==> config.mk <==
export PLATFORM = sky130hd
export DESIGN_NAME = lcm_judge
export DESIGN_NICKNAME = d
export VERILOG_FILES = /design/src/hw/rtl/lcm_pkg.sv /design/src/hw/rtl/lcm_judge.sv
export SDC_FILE = /design/constraint.sdc
export NUM_CORES = 1
export LEC_CHECK = 0
export CORE_UTILIZATION = 50
export DETAILED_ROUTE_END_ITERATION = 7
export DONT_BUFFER_PORTS = 1
export GPL_TIMING_DRIVEN = 1
export PLACE_DENSITY = 0.77
export RECOVER_POWER = 25
export SYNTH_ARGS = -nofsm -noshare
export SYNTH_HDL_FRONTEND = slang
export SYNTH_SLANG_ARGS = --single-unit
==> constraint.sdc <==
create_clock -name vclk -period 4.5
set_input_delay 0.225 -clock vclk [all_inputs]
set_output_delay 0.225 -clock vclk [all_outputs]
set_load 0.01 [all_outputs]
==> src/hw/rtl/lcm_pkg.sv <==
`timescale 1ns / 1ps
// ----------------------------------------------------------------------------
// lcm_pkg
// Shared types and constants of the label contour mask block: register map,
// item commands, payload widths and the control structs passed between units.
// ----------------------------------------------------------------------------
package lcm_pkg;

  // apb register map
  localparam int CFG_ADDR_W = 4;
  localparam int CFG_DATA_W = 32;
  localparam logic [1:0] REG_FRAME_WIDTH  = 2'd0;
  localparam logic [1:0] REG_FRAME_HEIGHT = 2'd1;
  localparam logic [1:0] REG_THICK_LINE   = 2'd2;

  // register widths and reset values
  localparam int FRAME_WIDTH_W  = 12;
  localparam int FRAME_HEIGHT_W = 13;
  localparam logic [FRAME_WIDTH_W-1:0]  FRAME_WIDTH_RST  = 12'd640;
  localparam logic [FRAME_HEIGHT_W-1:0] FRAME_HEIGHT_RST = 13'd480;

  // item commands
  localparam logic CMD_PIXEL = 1'b0;
  localparam logic CMD_DRAIN = 1'b1;

  // payload field widths
  localparam int LABEL_W     = 16;
  localparam int PIXEL_ROW_W = 12;
  localparam int PIXEL_COL_W = 11;

  // configuration as held by the register file
  typedef struct packed {
    logic [FRAME_WIDTH_W-1:0]  frame_width;
    logic [FRAME_HEIGHT_W-1:0] frame_height;
    logic                      thick_line;
  } cfg_t;

  // which neighbours of the judged pixel lie inside the frame
  typedef struct packed {
    logic left;
    logic right;
    logic up;
    logic down;
  } nb_t;

  // marks of the three upper neighbours
  typedef struct packed {
    logic ul;
    logic uc;
    logic ur;
  } um_t;

endpackage

==> src/hw/rtl/lcm_judge.sv <==
`timescale 1ns / 1ps
// ----------------------------------------------------------------------------
// lcm_judge
// Counts in-frame 3x3-window neighbours with a differing label (in thin mode,
// unmarked ones only) and marks the center pixel when more than one counts.
// ----------------------------------------------------------------------------
module lcm_judge #(
  parameter int LABEL_BITS = 16
) (
  input  logic [2:0][2:0][LABEL_BITS-1:0] win,
  input  lcm_pkg::nb_t                    nb,
  input  lcm_pkg::um_t                    um,
  input  logic                            left_mark,
  input  logic                            thick_line,
  output logic                            mark
);

  logic [7:0][LABEL_BITS-1:0] nbl;
  logic [7:0]                 en;
  logic [7:0]                 nmark;
  logic [7:0]                 hit;
  logic [3:0]                 count;

  // neighbours: left, upper-left, up, upper-right, right, lower-right,
  // down, lower-left; win is [column][row]
  always_comb begin
    nbl[0] = win[0][1]; en[0] = nb.left;             nmark[0] = left_mark;
    nbl[1] = win[0][0]; en[1] = nb.left && nb.up;    nmark[1] = um.ul;
    nbl[2] = win[1][0]; en[2] = nb.up;               nmark[2] = um.uc;
    nbl[3] = win[2][0]; en[3] = nb.right && nb.up;   nmark[3] = um.ur;
    nbl[4] = win[2][1]; en[4] = nb.right;            nmark[4] = 1'b0;
    nbl[5] = win[2][2]; en[5] = nb.right && nb.down; nmark[5] = 1'b0;
    nbl[6] = win[1][2]; en[6] = nb.down;             nmark[6] = 1'b0;
    nbl[7] = win[0][2]; en[7] = nb.left && nb.down;  nmark[7] = 1'b0;
  end

  // count differing neighbours that are not already marked in thin mode
  always_comb begin
    count = '0;
    for (int i = 0; i < 8; i++) begin
      hit[i] = en[i] && (nbl[i] != win[1][1]) && (thick_line || !nmark[i]);
      count  = count + 4'(hit[i]);
    end
  end

  assign mark = (count > 4'd1);

endmodule

After elaboration in Yosys (flattened, before gate mapping) --
Index checks and enable logic that the tools add are counted.
Storage, ports and cells: register bits after elaboration 0, input bits 153, output and inout port bits 1, logic and storage cells 40
Cells by class: add/sub/neg operators 7, magnitude comparators 1, equal/unequal tests 8, reduce and logical (&&, ||, !) cells 24
Operator list (count):
- != test 16 bit | 8
- adder 4 x 1 -> 4 bit | 4
- logical AND 1 bit | 16
- adder 3 x 1 -> 4 bit | 1
- > comparator 4 x 1 -> 1 bit, second input constant | 1
- logical NOT 1 bit | 4
- logical OR 1 bit | 4
- adder 2 x 1 -> 3 bit | 1
- adder 1 x 1 -> 2 bit | 1

Depth between registers and ports, before layout --
depth in word-level cells 11, gate-level depth with buffers 14, gate-level depth less buffers 13

Least setup slack after synthesis --
OpenSTA, ideal clock, no wires.
path kind input to output, start in win[73] (netlist bit), end out mark, arrival 3.324 ns, data required time 4.275 ns, setup slack 0.951 ns, cell stages on the path 13, path buffers 1, cells stage by stage buf_2 -> xor2_1 -> nor4_1 -> nand4_1 -> o2111ai_1 -> fa_1 -> fa_1 -> fa_1 -> inv_1 -> ha_1 -> fa_1 -> o21ai_0 -> nand2b_1
On the way: word-level cells in the longest chain between the ends 11, elaborated cells on any way between the ends 28, classes of those cells add/sub: 7; order compare: 1; eq/ne: 8; reduce/logical: 12
RTL lines:
- from (decl) | RTL line lcm_judge.sv:10 | input logic [2:0][2:0][LABEL_BITS-1:0] win,
- != test 16 bit | RTL line lcm_judge.sv:41 | hit[i] = en[i] && (nbl[i] != win[1][1]) && (thick_line || !nmark[i]);
- logical AND 1 bit (2 in a row) | RTL line lcm_judge.sv:41
- adder 1 x 1 -> 2 bit | RTL line lcm_judge.sv:42 | count = count + 4'(hit[i]);
- adder 2 x 1 -> 3 bit | RTL line lcm_judge.sv:42
- adder 3 x 1 -> 4 bit | RTL line lcm_judge.sv:42
- adder 4 x 1 -> 4 bit (3 in a row) | RTL line lcm_judge.sv:42
- adder 4 x 1 -> 4 bit (*) | RTL line lcm_judge.sv:42
- > comparator 4 x 1 -> 1 bit (*) | RTL line lcm_judge.sv:46 | assign mark = (count > 4'd1);
- to (decl) | RTL line lcm_judge.sv:15 | output logic mark
Every way passes the cells marked *; elsewhere a longest branch is shown, timed or not.

Worst setup path after layout --
start in win[72] (netlist bit), end out mark
Same word-level chain as after synthesis.

==> results.toml <==
[cells_and_area]
num-clock-buffers = 0
layoutNonFillerInstCount = 240
finish.net_count = 356
final_sequential_cell_count = 0
ff_latch_area_um2 = 0
antenna-diode-count = 0
fill_cells = 353
stdcell_area_um2 = 1650
share_of_final_layout_standard_cells_stronger_than_drive_strength_1_pct = 0
relative_area_change_from_synthesis_to_final_layout_pct = -5.93

[floorplanning]
rows = 21
core_region_area_um2 = 3340
die-width_um = 61.2
floorplan.io_pins = 154
effective_utilization_at_floorplan_pct = 52.5
chipHeight_um = 61.2
fp.dieArea_um2 = 3740

[critical_path]
endpoint_kind = "primary output"
worstPathMaxFanout = 8
setup.worst_path.class = "in2out"
critPathLaunchType = "primary input"
timing.critical_path.arrival_ps = 3430
worst-endpoint-required_ps = 4280

[pwr]
standby_leakage_power_nw = 0.577
power_density_nw_per_um2 = 85.4
largest_vdd_supply_drop_v = 0.0000289

[timing]
max_slew.worst_pin.slew_ps = 425
clock.fmax_mhz = 273
setup_viol = 0
finalMaxSlewViolations = 0
worst_hold_slack_ps = 1110
post-route-worst-setup-slack_ps = 842
final_hold_viol_count = 0
post_route_setup_tns_ps = 0
timing.final.crit_period_ps = 3660
unrepaired_setup_endpoints_after_global_routing = "false"
layout_worst_path_cycle_share_pct = 81.3
slew_headroom_pct = 71.3

[detailed_routing]
routed_wire_length_per_instance_um = 19.4
postRouteWirelength_um = 4660
route.antenna.remaining_nets = 0
drc_violations_left = 0
detail_routed_via_count_per_cell = 5.87
drtPass1Iterations = 4
vias = 1408
detail_route.iter0.violations = 17

[run_status]
status = "completed"

[yosys]
synthesis.area_per_instance_um2 = 8.34
synthDistinctLibCells = 16
synth.cell_area_um2 = 1750
ys.warnings.count = 0
ys_top_cells_by_area = "xor2_1, xnor2_1, buf_6"
synth.cells.most_frequent = "xor2_1, xnor2_1, nor4_1"
post-synth-top-area-cell = "xor2_1"
synthesis.nets = 370
sequential_element_share_of_the_synthesized_area_pct = 0
synth_cells = 210
yosys.cell_count.top_type = "xor2_1"
yosys_top_cell_area_share_pct = 40.0

[job]
max_cap_violations = 0

[worst_hold_path]
hold_path_class = "in2out"
min_delay_path_depth = 5

[global_routing]
wire_length_of_the_first_global_routing_pass_um = 6120
pin_count_of_the_biggest_net_entering_global_routing = 9
gr-total-overflow = 0
grt_pass1_vias = 1405
antenna_found_initial = 0
groute.usage.overall_pct = 22.5

[clocking]
post_cts_hold_buffer_count = 0
post_cts.repair.setup_buffers = 0
post_cts_resized = 0

[place]
io_buffers = 0
place.detailed.instances = 240
gp_congestion = 0.843
hpwlAfterDp_um = 4260
detailedPlace.worstSlack_ps = 795
dpl-instance-area_um2 = 1650
cells by family after synthesis:
group	count (synthesis)	share of synthesized area [%]
xor+xnor	128	64.0
simple gates	45	15.7
buf+inv	23	10.7
compound gates	7	2.86
fa+ha+maj	7	6.72
through the flow:
step	util (%)	power (mW)
after floorplan	-	0.154
after global placement	49.3	0.140
after detailed placement	49.3	0.142
after CTS	49.3	0.143
after global routing	49.3	0.162
final	49.3	0.141
power by group:
part	total, mW	switching, mW	internal (mW)	leakage [nW]
Sequential	0	0	0	0
Combinational	0.141	0.0594	0.0812	0.577
Clock	0	0	0	0
metal layers:
layer | global-route usage (%) | wire length [µm]
met1 | 25.0 | 1680
met2 | 46.4 | 2460
met3 | 2.31 | 480
met4 | 2.27 | 36
met5 | 0 | 0
layout make-up:
cell class	count	area [µm²]	area share, %
Multi-Input combinational cell	187	1560	94.9
Tap cell	46	57.6	3.50
Inverter	7	26.3	1.60
worst paths after layout:
kind	start	endpoint	slack, ps
worst max-delay path	win[72]	mark	840
worst min-delay path	nb[1]	mark	1110
cell usage in the layout (no fill, tap or decap), types with 3 or more instances in the layout:
master and instances:
fa_1 4, ha_1 3, inv_1 7, nand3_1 4, nand4_1 17, nor4_1 21
xnor2_1 48, xor2_1 80
critical path: stages:
cell	delay, ps
xor2_1	140
nor4_1	390
nand4_1	160
o2111ai_1	170
fa_1	450
fa_1	450
fa_1	490
inv_1	40
ha_1	220
fa_1	410
o21ai_0	180
nand2b_1	120
(Power assumes the default switching activity.)
