File: config.mk
export PLATFORM = sky130hd
export DESIGN_NAME = lcm_regs
export DESIGN_NICKNAME = d
export VERILOG_FILES = /design/src/hw/rtl/lcm_pkg.sv /design/src/hw/rtl/lcm_regs.sv
export SDC_FILE = /design/constraint.sdc
export NUM_CORES = 1
export LEC_CHECK = 0
export ABC_AREA = 0
export BUFFER_PORTS_ARGS = -buffer_cell sky130_fd_sc_hd__buf_2
export CAP_MARGIN = 10
export CORE_MARGIN = 8
export CORE_UTILIZATION = 41
export CTS_CLUSTER_DIAMETER = 30
export DETAILED_ROUTE_END_ITERATION = 7
export MAX_ROUTING_LAYER = met4
export PLACE_DENSITY = 0.8
export SETUP_SLACK_MARGIN = 0.05
export SYNTH_ARGS = -nofsm -noshare
export SYNTH_HDL_FRONTEND = slang
export SYNTH_SLANG_ARGS = --single-unit
File: constraint.sdc
create_clock -name clk -period 1.2 [get_ports clk]
set_input_delay 0.12 -clock clk [delete_from_list [all_inputs] [get_ports clk]]
set_output_delay 0.12 -clock clk [all_outputs]
set_load 0.02 [all_outputs]
File: src/hw/rtl/lcm_pkg.sv
`timescale 1ns / 1ps
// ----------------------------------------------------------------------------
// lcm_pkg
// Shared types and constants of the label contour mask block: register map,
// item commands, payload widths and the control structs passed between units.
// ----------------------------------------------------------------------------
package lcm_pkg;

  // apb register map
  localparam int CFG_ADDR_W = 4;
  localparam int CFG_DATA_W = 32;
  localparam logic [1:0] REG_FRAME_WIDTH  = 2'd0;
  localparam logic [1:0] REG_FRAME_HEIGHT = 2'd1;
  localparam logic [1:0] REG_THICK_LINE   = 2'd2;

  // register widths and reset values
  localparam int FRAME_WIDTH_W  = 12;
  localparam int FRAME_HEIGHT_W = 13;
  localparam logic [FRAME_WIDTH_W-1:0]  FRAME_WIDTH_RST  = 12'd640;
  localparam logic [FRAME_HEIGHT_W-1:0] FRAME_HEIGHT_RST = 13'd480;

  // item commands
  localparam logic CMD_PIXEL = 1'b0;
  localparam logic CMD_DRAIN = 1'b1;

  // payload field widths
  localparam int LABEL_W     = 16;
  localparam int PIXEL_ROW_W = 12;
  localparam int PIXEL_COL_W = 11;

  // configuration as held by the register file
  typedef struct packed {
    logic [FRAME_WIDTH_W-1:0]  frame_width;
    logic [FRAME_HEIGHT_W-1:0] frame_height;
    logic                      thick_line;
  } cfg_t;

  // which neighbours of the judged pixel lie inside the frame
  typedef struct packed {
    logic left;
    logic right;
    logic up;
    logic down;
  } nb_t;

  // marks of the three upper neighbours
  typedef struct packed {
    logic ul;
    logic uc;
    logic ur;
  } um_t;

endpackage

File: src/hw/rtl/lcm_regs.sv
`timescale 1ns / 1ps
// ----------------------------------------------------------------------------
// lcm_regs
// APB register file: frame width, frame height and line style. Any write to
// a known register restarts the frame.
// ----------------------------------------------------------------------------
module lcm_regs (
  input  logic                             clk,
  input  logic                             rst_n,
  input  logic                             psel,
  input  logic                             penable,
  input  logic                             pwrite,
  input  logic [lcm_pkg::CFG_ADDR_W-1:0]   paddr,
  input  logic [lcm_pkg::CFG_DATA_W-1:0]   pwdata,
  output logic [lcm_pkg::CFG_DATA_W-1:0]   prdata,
  output logic                             pready,
  output lcm_pkg::cfg_t                    cfg,
  output logic                             restart
);

  logic [lcm_pkg::FRAME_WIDTH_W-1:0]  frame_width_r;
  logic [lcm_pkg::FRAME_HEIGHT_W-1:0] frame_height_r;
  logic                               thick_line_r;
  logic                               wr_en;
  logic [1:0]                         reg_idx;

  assign pready  = 1'b1;
  assign reg_idx = paddr[3:2];
  assign wr_en   = psel && penable && pwrite;

  // register writes
  always_ff @(posedge clk) begin
    if (!rst_n) begin
      frame_width_r  <= lcm_pkg::FRAME_WIDTH_RST;
      frame_height_r <= lcm_pkg::FRAME_HEIGHT_RST;
      thick_line_r   <= 1'b0;
    end else if (wr_en) begin
      unique case (reg_idx)
        lcm_pkg::REG_FRAME_WIDTH:  frame_width_r  <= pwdata[lcm_pkg::FRAME_WIDTH_W-1:0];
        lcm_pkg::REG_FRAME_HEIGHT: frame_height_r <= pwdata[lcm_pkg::FRAME_HEIGHT_W-1:0];
        lcm_pkg::REG_THICK_LINE:   thick_line_r   <= pwdata[0];
        default: ;
      endcase
    end
  end

  // restart on a write to a known register
  always_comb begin
    restart = 1'b0;
    if (wr_en) begin
      unique case (reg_idx)
        lcm_pkg::REG_FRAME_WIDTH,
        lcm_pkg::REG_FRAME_HEIGHT,
        lcm_pkg::REG_THICK_LINE: restart = 1'b1;
        default:                 restart = 1'b0;
      endcase
    end
  end

  // read back
  always_comb begin
    unique case (reg_idx)
      lcm_pkg::REG_FRAME_WIDTH:  prdata = lcm_pkg::CFG_DATA_W'(frame_width_r);
      lcm_pkg::REG_FRAME_HEIGHT: prdata = lcm_pkg::CFG_DATA_W'(frame_height_r);
      lcm_pkg::REG_THICK_LINE:   prdata = lcm_pkg::CFG_DATA_W'(thick_line_r);
      default:                   prdata = '0;
    endcase
  end

  assign cfg.frame_width  = frame_width_r;
  assign cfg.frame_height = frame_height_r;
  assign cfg.thick_line   = thick_line_r;

endmodule

* Yosys cells after proc, flatten, opt, wreduce, memory -nomap -nowiden
Index checks and enable logic that the tools add are counted.
Cells by class: eq/ne operators 2, add/sub/neg operators 0, shifts and indexed selects 0, $mul 0, divide/modulo/power cells 0, bitwise logic cells 0, multiplexer cells 3, order comparisons 0, reduce and logical (&&, ||, !) cells 7
Operators with widths (number):
- $pmux 13 s3 | 1
- $reduce_and 2->1 | 3
- $reduce_or 3->1 | 1
- $eq 2x1->1 const B | 1
- $eq 2x2->1 const B | 1
- $logic_and 1x1->1 | 2
- $logic_not 2->1 | 1
- $mux 1 | 2
Storage, ports and cells: word-level logic and storage cells 15, register bits after elaboration 26, memory bits (writable) 0, input port bits 41, bits in latches 0, memories kept 0, output and inout port bits 60, bits in read-only memories 0

* Longest topological paths before layout
Gate-level depths: netlist of the first run.
depth after elaboration 4, depth in mapped cells 4

* Worst setup path after synthesis of the first run
OpenSTA, ideal clock, no wires.
kind register to output, start point reg frame_height_r[0] (netlist bit), end point out prdata[0] (netlist bit), path slack 54 ps, stages on the path, launching flop included 3, path buffers 0, data required time 1080 ps, arrival 1026 ps, cells stage by stage dfxtp_1 > mux2i_1 > o21ai_0
Between the ends: longest elaborated chain between the ends 1
Ends and longest elaborated chain:
- start, declared | RTL line lcm_regs.sv:22 | logic [lcm_pkg::FRAME_HEIGHT_W-1:0] frame_height_r;
- start signal, assigned | RTL line lcm_regs.sv:35 | frame_height_r <= lcm_pkg::FRAME_HEIGHT_RST;
- start signal, assigned | RTL line lcm_regs.sv:40 | lcm_pkg::REG_FRAME_HEIGHT: frame_height_r <= pwdata[lcm_pkg::FRAME_HEIGHT_W-1:0];
- $pmux 13 s3 | RTL line lcm_regs.sv:62 | unique case (reg_idx)
- end, declared | RTL line lcm_regs.sv:15 | output logic [lcm_pkg::CFG_DATA_W-1:0] prdata,
Every way passes these cells.

* Final worst setup path of the first run
start point reg frame_height_r[5] (netlist bit), end point out prdata[5] (netlist bit)
The elaborated chain is that of the path after synthesis.

==> results of run 1 <==
-- critical path: cells and delay by family, from the launching register on --
kind,cells,cell delay [ns]
muxes,1,0.15
DFF,1,0.35
buffers and inverters,1,0.15
and+or+nand+nor,1,0.06
-- placed cells by master, fill, tap and decap left out --
| cell | instances |
|---|---|
| nand3_2 | 1 |
| buf_4 | 34 |
| nor2_1 | 11 |
| buf_12 | 2 |
| o211ai_1 | 1 |
| buf_2 | 46 |
| nand2_1 | 32 |
| nor3b_1 | 1 |
| and3b_1 | 1 |
| nor3_1 | 1 |
| o21ai_1 | 1 |
| o31ai_1 | 1 |
| dfxtp_1 | 1 |
| a21oi_1 | 1 |
| inv_1 | 1 |
| clkbuf_8 | 1 |
| conb_1 | 20 |
| clkbuf_4 | 3 |
| or3_1 | 1 |
| nor2b_1 | 9 |
| nor3b_4 | 1 |
| mux2i_1 | 37 |
| dfxtp_2 | 25 |
| nand3b_1 | 1 |
-- through the flow --
step,std cells,util
6_report,279,0.5774
4_1_cts,268,0.5388
3_5_place_dp,262,0.5182
2_1_floorplan,178,-
3_3_place_gp,262,0.5182
5_1_grt,279,0.5774
-- area by class of cell --
cell class	count	area, um2
well taps	46	57.56
flip-flops and latches	26	551.8
multi-input cells	120	752.0
repair buffers	82	525.5
fillers	321	1410
inverters	1	3.754
clock buffers	4	36.28
-- flip-flops by register name, indices dropped and copies added (netlist names) --
signal	count
thick_line_r	1
frame_height_r	13
frame_width_r	12
-- cell families after synthesis --
| group | Yosys count | share of synthesized area |
|---|---|---|
| AO/OA/AOI/OAI | 4 | 0.01745 |
| buffers and inverters | 32 | 0.1597 |
| flip-flops | 26 | 0.3630 |
| multiplexers | 37 | 0.2583 |
| other | 2 | 0.005238 |
| AND/OR/NAND/NOR | 59 | 0.1963 |
-- power groups by stage --
stage	Sequential [mW]	Clock, mW	Combinational, mW
4_1_cts	0.883	0.454	0.290
2_1_floorplan	0.915	0	0.231
3_3_place_gp	0.902	0	0.283
5_1_grt	0.886	0.491	0.332
3_5_place_dp	0.902	0	0.287
6_report	0.884	0.432	0.305
-- metal layers --
metal	vias to the layer above	track usage	part of all wire
met1	555	0.1447	0.42
met4	0	0.05117	0.012
met3	4	0.02130	0.088
met5	-	-	0
li1	627	-	-
met2	42	0.1977	0.48
-- worst min-delay path by stage --
stage	from	slack, ns	to	depth (start not counted)
detailed placement	pwdata[12]	0.38	frame_height_r[12]$_SDFFE_PN0P_	3
CTS	pwdata[12]	0.02	frame_height_r[12]$_SDFFE_PN0P_	3
global placement	pwdata[12]	0.37	frame_height_r[12]$_SDFFE_PN0P_	3
global route	pwdata[9]	0.04	frame_height_r[9]$_SDFFE_PN0P_	3
floorplan	pwdata[5]	0.26	frame_width_r[5]$_SDFFE_PN0P_	2
finish	pwdata[12]	0.02	frame_height_r[12]$_SDFFE_PN0P_	3
-- what timing repair did --
item,in CTS,in global routing
buffers inserted,2,11
endpoints found under the setup margin,9,13
pin swaps,0,1
resized for setup,14,25
==> impl_metrics.py, run 1 <==
metrics = {
    "clock_network": {
        "clk_pin_slew_ns": 0.14,
        "clock_latency_ns": 0.31,
        "clock_sinks": 26,
        "holdBufCountCts": 0,
        "cts_buffers": 3,
        "clk_path_buf_depth": 2,
        "cts_root_buf": "clkbuf_4",
        "tritoncts": "yes",
        "cts.htree.levels": 1,
    },
    "synthesis": {
        "async_reset_ff_frac": 0,
        "synth_commonest_cells": "mux2i_1, nand2_1, dfxtp_1",
        "ys_seq_elements": 26,
        "yosysUniqueCellTypes": 22,
        "yosys-top-cells-area": "dfxtp_1, mux2i_1, buf_4, nand2_1, nor2b_1",
        "yosys_warnings": 0,
        "synth.most_common_cell": "mux2i_1",
        "syn_inst": 160,
        "yosysSeqAreaShare": 0.3630,
        "synth_top_area_cell": "dfxtp_1",
        "avgSynthCellArea_um2": 8.962,
        "synth_ff_type": "dfxtp_1",
        "synth.top_cell.area_share": 0.3630,
        "synth_area_um2": 1434,
        "synth_edf_count": 0,
    },
    "final_layout": {
        "drive_gt1_frac": 0.4850,
        "nets": 275,
        "n_antenna_cell": 0,
        "areaGrowthSynthToFinish_pct": 34.38,
        "fin_area_um2": 1927,
    },
    "detailed_routing": {
        "drt_first_pass_iters": 4,
        "ant_nets": 0,
        "vias": 1228,
        "routed_via_density": 4.401,
        "routed_wl_mm": 3.622,
        "drc": 0,
        "wl_per_cell_um": 12.98,
        "drt_iter0_markers": 49,
    },
    "setup_path": {
        "crit_slowest_cell": "dfxtp_2",
        "arrival_ns": 1.02,
        "end_kind": "primary output",
        "criticalPathCategory": "reg -> out",
        "cp_max_fo": 3,
        "crit_chain": "mux2i_1, nor2_1, buf_4",
        "worstPathRequired_ns": 1.08,
        "timing.rr.start": "frame_height_r[6]$_SDFFE_PN1P_",
        "setup.worst_path.end": "prdata[5]",
        "regToRegSetupSlack_ns": 0.48,
        "startpoint_type": "flop",
        "reg2reg_depth": 3,
        "reg2reg_to": "frame_height_r[6]$_SDFFE_PN1P_",
        "critPathMaxStageDelay_ns": 0.35,
        "crit_start": "frame_height_r[5]$_SDFFE_PN1P_",
    },
    "sta": {
        "finalHoldViolCount": 0,
        "setup_viol": 0,
        "setup_tns_ns": 0,
        "fmax_mhz": 875.1,
        "grt_setup_unrepaired": "yes",
        "timing.final.crit_period_ns": 1.143,
        "skew_ns": 0,
        "slew_violations": 0,
        "worst_hold_slack_ns": 0.02439,
        "fin_ws_ns": 0.05733,
        "period_share": 0.9522,
    },
    "floorplan": {
        "ios": 101,
        "core_um2": 3337,
        "start_util": 0.4297,
        "fp.dieW_um": 75.14,
        "rows": 21,
        "die_h_um": 75.14,
        "die_area_um2": 5645,
    },
    "power_and_ir_drop": {
        "power.leakage_nw": 0.9881,
        "power_density_nw_per_um2": 841.0,
        "power_mw": 1.620,
        "p_comb_frac": 0.188,
        "internal_power_mw": 1.176,
        "clock_power_share": 0.266,
        "p_seq_frac": 0.545,
        "p_sw_frac": 0.2745,
        "peakVddDrop_v": 0.0004418,
        "p_sw_mw": 0.4448,
    },
    "grt": {
        "grt_pass1_wl_mm": 5.326,
        "gr-total-overflow": 0,
        "first_global_vias": 1122,
        "grt_max_degree": 43,
        "antenna_found_initial": 0,
        "grt_usage": 0.1219,
    },
    "placement": {
        "io_buffer_count": 59,
        "dp_hpwl_mm": 2.696,
        "dp_slack_ns": 0.02988,
        "gp_congestion": 0.7691,
        "placed_area_um2": 1729,
    },
    "hold_path": {
        "hold_path.class": "in -> reg",
    },
    "job": {
        "maxCapViolCount": 0,
    },
    "run_status": {
        "status": "finished clean",
    },
}
No activity file was read; power rests on OpenSTA's default activity.
==> inputs of run 2 (changes only) <==
--- a/config.mk
+++ b/config.mk
@@ -12,9 +12,11 @@
 export CORE_UTILIZATION = 41
 export CTS_CLUSTER_DIAMETER = 30
 export DETAILED_ROUTE_END_ITERATION = 7
+export HOLD_SLACK_MARGIN = 0.12
 export MAX_ROUTING_LAYER = met4
 export PLACE_DENSITY = 0.8
 export SETUP_SLACK_MARGIN = 0.05
+export SLEW_MARGIN = 40
 export SYNTH_ARGS = -nofsm -noshare
 export SYNTH_HDL_FRONTEND = slang
 export SYNTH_SLANG_ARGS = --single-unit
==> impl_metrics.py, run 2 (synthesis gave the netlist of run 1 again) <==
metrics = {
    "detailed_routing": {
        "vias": 1279,
        "wl_per_cell_um": 13.53,
        "drt_first_pass_iters": 4,
        "wl_met2_mm": 1.977,
        "routed_via_density": 4.380,
        "met3_length_um": 327,
        "routed_wl_mm": 3.950,
        "top_layer_used": "met4",
        "ant_nets": 0,
        "drt_iter0_markers": 60,
        "drc": 0,
        "drt-met1-wl_mm": 1.601,
    },
    "clock_network": {
        "clock_sinks": 26,
        "cts_root_buf": "clkbuf_4",
        "clock_latency_ns": 0.31,
        "cts_buffers": 3,
        "cts.htree.levels": 1,
        "clk_pin_slew_ns": 0.14,
        "clk_path_buf_depth": 2,
        "tritoncts": "yes",
    },
    "hold_path": {
        "hold_path.startpoint": "rst_n",
        "hold_path.class": "in -> reg",
        "min_path_cells": 3,
        "min_to": "frame_width_r[9]$_SDFFE_PN1P_",
    },
    "final_layout": {
        "largest_reg_flops": 13,
        "utilization": 0.6164,
        "areaGrowthSynthToFinish_pct": 43.46,
        "top_register": "frame_height_r",
        "top_regs": "frame_height_r (13), frame_width_r (12), thick_line_r (1)",
        "nets": 288,
        "n_antenna_cell": 0,
        "mostFrequentLayoutCells": "buf_2, mux2i_1, buf_4",
        "drive_gt1_frac": 0.4593,
        "final_cells": 292,
        "layout_commonest_cell": "buf_2",
    },
    "floorplan": {
        "core_um2": 3337,
        "fp.dieW_um": 75.14,
        "start_util": 0.4297,
        "rows": 21,
        "die_h_um": 75.14,
        "ios": 101,
        "die_area_um2": 5645,
    },
    "sta": {
        "timing.final.crit_period_ns": 1.178,
        "setup_tns_ns": 0,
        "setup_viol": 0,
        "grt_setup_unrepaired": "yes",
        "period_share": 0.9820,
        "worst_hold_slack_ns": 0.2157,
        "finalHoldViolCount": 0,
        "fmax_mhz": 848.6,
        "skew_ns": 0,
        "slew_violations": 0,
    },
    "job": {
        "maxCapViolCount": 0,
    },
    "power_and_ir_drop": {
        "power.leakage_nw": 1.042,
        "power_mw": 1.660,
        "peakVddDrop_v": 0.0004538,
        "power_density_nw_per_um2": 807.2,
    },
    "setup_path": {
        "crit_start": "frame_height_r[5]$_SDFFE_PN1P_",
        "startpoint_type": "flop",
        "criticalPathCategory": "reg -> out",
        "timing.rr.start": "frame_height_r[6]$_SDFFE_PN1P_",
        "worstPathRequired_ns": 1.08,
        "reg2reg_depth": 3,
        "reg2reg_to": "frame_height_r[6]$_SDFFE_PN1P_",
        "end_kind": "primary output",
        "cp_max_fo": 3,
        "arrival_ns": 1.06,
        "regToRegSetupSlack_ns": 0.48,
    },
    "placement": {
        "dpl.cell_count": 262,
        "dp_hpwl_mm": 2.696,
        "gp_congestion": 0.7691,
        "io_buffer_count": 59,
    },
    "grt": {
        "grt_usage": 0.1300,
        "grt_pass1_wl_mm": 5.637,
        "gr-total-overflow": 0,
        "first_global_vias": 1175,
        "grt_max_degree": 43,
        "antenna_found_initial": 0,
    },
    "run_status": {
        "status": "finished clean",
    },
}
## run 2: cell types whose count changed in the layout (fill, tap and decap cells not counted), sizes merged
cell | before | now
dlygate4sd3 | 0 | 13
## run 2: through the flow
stage | cell area, um2 | worst slack, ns
after CTS | 1928 | 0.04161
after global routing | 2057 | -0.01813
after floorplan | 1501 | 0.05429
after global placement | 1729 | 0.05024
after detailed placement | 1729 | 0.02988
final | 2057 | 0.02161
## run 2: routing by layer
layer,vias up,GRT usage
met4,0,0.05117
met1,573,0.1509
met5,-,-
met2,49,0.2198
met3,4,0.01864
li1,653,-
## run 2: repair_timing
action | in CTS | in global routing
endpoints found under the setup margin | 9 | 13
pin swaps | 0 | 1
hold buffers | 13 | 0
setup buffers | 2 | 11
gates resized for setup | 14 | 25
endpoints found under the hold margin | 26 | 0
## run 2: where the power goes
part           switching [mW]  internal (mW)  total [mW]
logic                   0.199          0.142       0.341
registers             0.00794          0.876       0.884
clock network           0.250          0.185       0.436
## run 2: worst max path at each step
stage                                                to  slack [ns]  cells past startpoint
after CTS                                     prdata[0]        0.04                      3
after floorplan                               prdata[0]        0.05                      2
final                                         prdata[5]        0.02                      3
after detailed placement  frame_width_r[2]$_SDFFE_PN0P_        0.03                      5
after global placement    frame_width_r[7]$_SDFFE_PN1P_        0.05                      5
after global routing                          prdata[5]       -0.02                      3
## run 2: area by class of cell
cell class | count | area (um2)
Sequential cell | 26 | 551.8
Timing Repair Buffer | 95 | 655.6
Tap cell | 46 | 57.56
Clock buffer | 4 | 36.28
Multi-Input combinational cell | 120 | 752.0
Inverter | 1 | 3.754
Fill cell | 307 | 1280
## run 2: critical path, cell delays in order, from the launching register on
cell     delay, ns
dfxtp_2       0.36
mux2i_1       0.17
nor2_1        0.06
buf_4         0.15
